==> config.mk <==
export PLATFORM = sky130hd
export DESIGN_NAME = e2q_cordic
export DESIGN_NICKNAME = d
export VERILOG_FILES = /design/src/hdl/e2q_pkg.sv /design/src/hdl/e2q_cordic.sv
export SDC_FILE = /design/constraint.sdc
export NUM_CORES = 2
export LEC_CHECK = 0
export BUFFER_PORTS_ARGS = -buffer_cell sky130_fd_sc_hd__buf_2
export CAP_MARGIN = 20
export CORE_MARGIN = 8
export CORE_UTILIZATION = 58
export DETAILED_ROUTE_END_ITERATION = 16
export PLACE_DENSITY = 0.73
export SYNTH_ARGS = -nofsm -noshare
export SYNTH_HDL_FRONTEND = slang
export SYNTH_SLANG_ARGS = --single-unit
==> constraint.sdc <==
create_clock -name clk -period 6.8 [get_ports clk]
set_input_delay 0.34 -clock clk [delete_from_list [all_inputs] [get_ports clk]]
set_output_delay 0.34 -clock clk [all_outputs]
set_load 0.01 [all_outputs]
==> src/hdl/e2q_pkg.sv <==
// e2q_pkg: shared types and constants for the euler to quaternion pipeline
// no dependencies

package e2q_pkg;

    localparam int ATAN_ENTRIES = 24;
    localparam int QW = 34;

    typedef logic signed [QW-1:0] q30_t;

    localparam logic signed [QW-1:0] CORDIC_GAIN = 34'sh026DD3B6A;
    localparam logic signed [QW-1:0] ROUND_HALF = 34'sh020000000;

    function automatic logic signed [QW-1:0] atan_entry(input logic [4:0] idx);
        logic signed [QW-1:0] v;
        case (idx)
            5'd0:  v = 34'sh020000000;
            5'd1:  v = 34'sh012E4051E;
            5'd2:  v = 34'sh009FB385B;
            5'd3:  v = 34'sh0051111D4;
            5'd4:  v = 34'sh0028B0D43;
            5'd5:  v = 34'sh00145D7E1;
            5'd6:  v = 34'sh000A2F61E;
            5'd7:  v = 34'sh000517C55;
            5'd8:  v = 34'sh00028BE53;
            5'd9:  v = 34'sh000145F2F;
            5'd10: v = 34'sh0000A2F98;
            5'd11: v = 34'sh0000517CC;
            5'd12: v = 34'sh000028BE6;
            5'd13: v = 34'sh0000145F3;
            5'd14: v = 34'sh000000A2F9;
            5'd15: v = 34'sh00000517C;
            5'd16: v = 34'sh0000028BE;
            5'd17: v = 34'sh00000145F;
            5'd18: v = 34'sh000000A2F;
            5'd19: v = 34'sh000000517;
            5'd20: v = 34'sh00000028B;
            5'd21: v = 34'sh000000145;
            5'd22: v = 34'sh0000000A2;
            5'd23: v = 34'sh000000051;
            default: v = '0;
        endcase
        return v;
    endfunction

    // product of two q30 values brought back to q30 with rounding
    function automatic logic signed [QW-1:0] mul_q30(input logic signed [QW-1:0] a,
                                                     input logic signed [QW-1:0] b);
        logic signed [2*QW-1:0] p;
        p = (2*QW)'(a) * (2*QW)'(b) + (2*QW)'(ROUND_HALF);
        return p[QW+29:30];
    endfunction

endpackage

==> src/hdl/e2q_cordic.sv <==
// e2q_cordic: pipelined rotation-mode cordic giving half-angle sine and cosine in q30
// depends on e2q_pkg

module e2q_cordic #(
    parameter int STEPS = 16
) (
    input  logic                 clk,
    input  logic                 rst_n,
    input  logic                 in_valid,
    input  logic signed [16:0]   angle,
    output logic                 out_valid,
    output e2q_pkg::q30_t        sin_val,
    output e2q_pkg::q30_t        cos_val
);
    import e2q_pkg::*;

    logic           v_reg   [STEPS+1];
    q30_t           x_reg   [STEPS+1];
    q30_t           y_reg   [STEPS+1];
    q30_t           z_reg   [STEPS+1];
    logic           neg_reg [STEPS+1];

    logic signed [17:0] a_fold;
    logic               neg_in;
    q30_t               z_in;

    always_comb
    begin
        neg_in = 1'b0;
        a_fold = {angle[16], angle};
        if (angle > 17'sd32768)
        begin
            a_fold = {angle[16], angle} - 18'sd65536;
            neg_in = 1'b1;
        end
        else if (angle < -17'sd32768)
        begin
            a_fold = {angle[16], angle} + 18'sd65536;
            neg_in = 1'b1;
        end
        z_in = {{(QW-32){a_fold[17]}}, a_fold[16:0], 15'd0};
    end

    always_ff @(posedge clk or negedge rst_n)
    begin
        if (!rst_n)
        begin
            v_reg[0] <= 1'b0;
        end
        else
        begin
            v_reg[0] <= in_valid;
        end
    end

    always_ff @(posedge clk)
    begin
        x_reg[0]   <= CORDIC_GAIN;
        y_reg[0]   <= '0;
        z_reg[0]   <= z_in;
        neg_reg[0] <= neg_in;
    end

    for (genvar i = 0; i < STEPS; i++)
    begin : g_step
        q30_t dx, dy, at;
        assign dx = y_reg[i] >>> i;
        assign dy = x_reg[i] >>> i;
        assign at = (i < ATAN_ENTRIES) ? atan_entry(5'(i)) : '0;

        always_ff @(posedge clk or negedge rst_n)
        begin
            if (!rst_n)
            begin
                v_reg[i+1] <= 1'b0;
            end
            else
            begin
                v_reg[i+1] <= v_reg[i];
            end
        end

        always_ff @(posedge clk)
        begin
            neg_reg[i+1] <= neg_reg[i];
            if (i >= ATAN_ENTRIES)
            begin
                x_reg[i+1] <= x_reg[i];
                y_reg[i+1] <= y_reg[i];
                z_reg[i+1] <= z_reg[i];
            end
            else if (!z_reg[i][QW-1])
            begin
                x_reg[i+1] <= x_reg[i] - dx;
                y_reg[i+1] <= y_reg[i] + dy;
                z_reg[i+1] <= z_reg[i] - at;
            end
            else
            begin
                x_reg[i+1] <= x_reg[i] + dx;
                y_reg[i+1] <= y_reg[i] - dy;
                z_reg[i+1] <= z_reg[i] + at;
            end
        end
    end

    assign out_valid = v_reg[STEPS];
    assign sin_val   = neg_reg[STEPS] ? -y_reg[STEPS] : y_reg[STEPS];
    assign cos_val   = neg_reg[STEPS] ? -x_reg[STEPS] : x_reg[STEPS];

endmodule

==> reports/metrics.cfg <==
[yosys]
synth_enable_flop_cells=0
synth_area_per_cell_um2=8.55
synth.most_common_cell=dfxtp_1
yosys_warnings=0
seq_area_frac_synth_pct=27.5
yosysTopAreaCell=dfxtp_1
synth_ff_type=dfxtp_1
synthTopCellsByArea=dfxtp_1, ha_1, xnor2_1
synth_top_area_share_pct=27.1
netlist_area_um2=108000
syn-num-nets=14100
synth_cell_types=96
ys_ff_latch=1483
synth_common_cells=dfxtp_1, a21oi_1, ha_1
syn-instance-count=12700
async_flop_share_pct=1.15

[cells_and_area]
fillers=16000
multi_input_area_um2=75700
area_delta_synth_final_pct=8.58
largest_reg_flops=511
final_nets=14200
layout-drive-gt1-share_pct=4.58
regArea_um2=29800

[worst_setup_path]
setup.worst_path.class=flip-flop to flip-flop
path_cells=nor3_1 > nor4bb_1 > nor4bb_1 > nor2_1 > xnor2_1 > ha_1 > a21o_1 > a21o_1 > a21oi_1 > o21ai_0 > a21o_1 > a21oi_1 > a21boi_0 > o211ai_1 > a21o_1 > a21oi_1 > xnor2_1
cpLargestDelayFamily=compound AO/OA/AOI/OAI gates
worstPathMaxFanout=5
crit_required_ns=7.57
path_common_cell=a21o_1
worstPathArrival_ns=6.03
cp_slowest_cell=nor4bb_1
cp_slowest_stage_delay_ns=0.76
end_kind=flip-flop
r2r_start=y_reg[5][5]
worst-path-buf-inv=0
startpoint_type=flip-flop
crit_start=y_reg[5][5]

[clock_network]
clockRootBuffer=clkbuf_16
cts_buffers=167
cts.clk_slew.worst_paths_ns=0.06
clk_latency_ns=0.85
cts.sinks=1483
cts_tree=built
cts_setup_buffers=0
ctsHtreeMaxLevel=4
clockBufferDepth=3

[grt]
antenna_found_initial=2
grt_max_degree=74
grt.total_usage_pct=27.8
met2_usage_pct=49.5
gr-total-overflow=0
top_usage_layer=met2
met1_usage_pct=34.3
grt_pass1_vias=88300
grt.met3_usage_pct=3.07
grt_pass1_wl_um=462000

[die]
coreArea_um2=185000
die_y_um=448
rows=158
start_util_pct=58.3
die_w_um=448
io_pins=89
die_area_um2=201000

[placed_design]
numPortBuffers=88
finalWeightedCongestion=0.965
place_hpwl_um=236000

[min_path]
hp-class=primary input to flip-flop
holdCritStartpoint=angle[8]

[sta]
fin_crit_ns=5.26
final.period_utilization_pct=77.3
final.setup.tns_ns=0
whs_ns=0.151
slew_headroom_pct=28.9
final_hold_viol_count=0
setup_violations=0
worst_pin_slew_ns=1.07
rsz0062_at_grt=false
drv_slew=0
finClkSkew_ns=0.0410
fmax_mhz=190

[route]
drt_first_pass_iters=6
drt_iter0_markers=6324
wire_per_inst_um=19.0
vias=92000
viasPerCell=5.97
antenna_left=0
wirelength_um=292000
drc=0

[status]
status=finished, final reports clean

[flow_run]
cap_violations=0

layout by cell type, fill, tap and decap left out, types with 140 or more instances in the layout:
cell | netlist | final
nor2b_1 | 191 | 191
inv_1 | 521 | 521
a31oi_1 | 140 | 140
o21a_1 | 235 | 235
o21bai_1 | 171 | 171
ha_1 | 1383 | 1383
xnor2_1 | 1240 | 1240
clkbuf_16 | 0 | 168
nand2_1 | 581 | 581
dfxtp_1 | 1466 | 1451
a21o_1 | 598 | 598
nor2_1 | 1095 | 1095
xor2_1 | 628 | 628
nand3_1 | 232 | 232
nor3_1 | 330 | 330
a21oi_1 | 1392 | 1392
o21ai_0 | 555 | 555
nand2b_1 | 209 | 209
timing repair:
item / in CTS / in global routing
hold endpoints to repair: 37 / 0
resized for setup: 0 / 0
hold buffers: 20 / 0
final timing paths:
kind | endpoint | slack (ns) | depth (start not counted)
hold reg to reg | neg_reg[0][5] | 0.32 | 0
max in group asynchronous | v_reg[6] | 5.68 | 3
min in group asynchronous | v_reg[13] | 0.65 | 3
setup reg to reg | x_reg[6][30] | 1.54 | 17
hold / removal | z_reg[0][23] | 0.15 | 2
setup / recovery | x_reg[6][30] | 1.54 | 17
logic make-up after synthesis:
family | share of synthesized area [%]
AND/OR/NAND/NOR | 14.8
multiplexers | 1.23
flip-flops | 27.5
XOR/XNOR | 15.1
AO/OA/AOI/OAI | 22.0
adder cells (fa/ha/maj) | 16.8
buffers and inverters | 2.49
layout make-up:
cell class                      instances  share of cell area (%)
Antenna cell                            4                 0.00852
Clock buffer                          210                    3.89
Clock inverter                         92                    1.15
Inverter                              526                    1.68
Multi-Input combinational cell      10500                    64.5
Sequential cell                      1483                    25.4
Tap cell                             2480                    2.64
Timing Repair Buffer                  146                   0.805
through the flow:
step	cell area [um2]	setup WS (ns)	util [%]	cells
after floorplan	108000	2.15	-	12700
after global placement	111000	1.61	60.0	15100
after detailed placement	111000	1.66	60.0	15100
after CTS	117000	1.63	63.3	15400
after global routing	117000	1.06	63.3	15400
final	117000	1.54	63.3	15400
per-layer routing:
metal  up-vias  part of all wire, %
met1     43200                   43
met4         2                  4.1
li1      45800                    -
met3       615                  4.4
met2      2364                   48
met5         -               0.0044
Power is not shown: default switching activity piles up to over one toggle a cycle in this logic, so the estimate is an artifact.
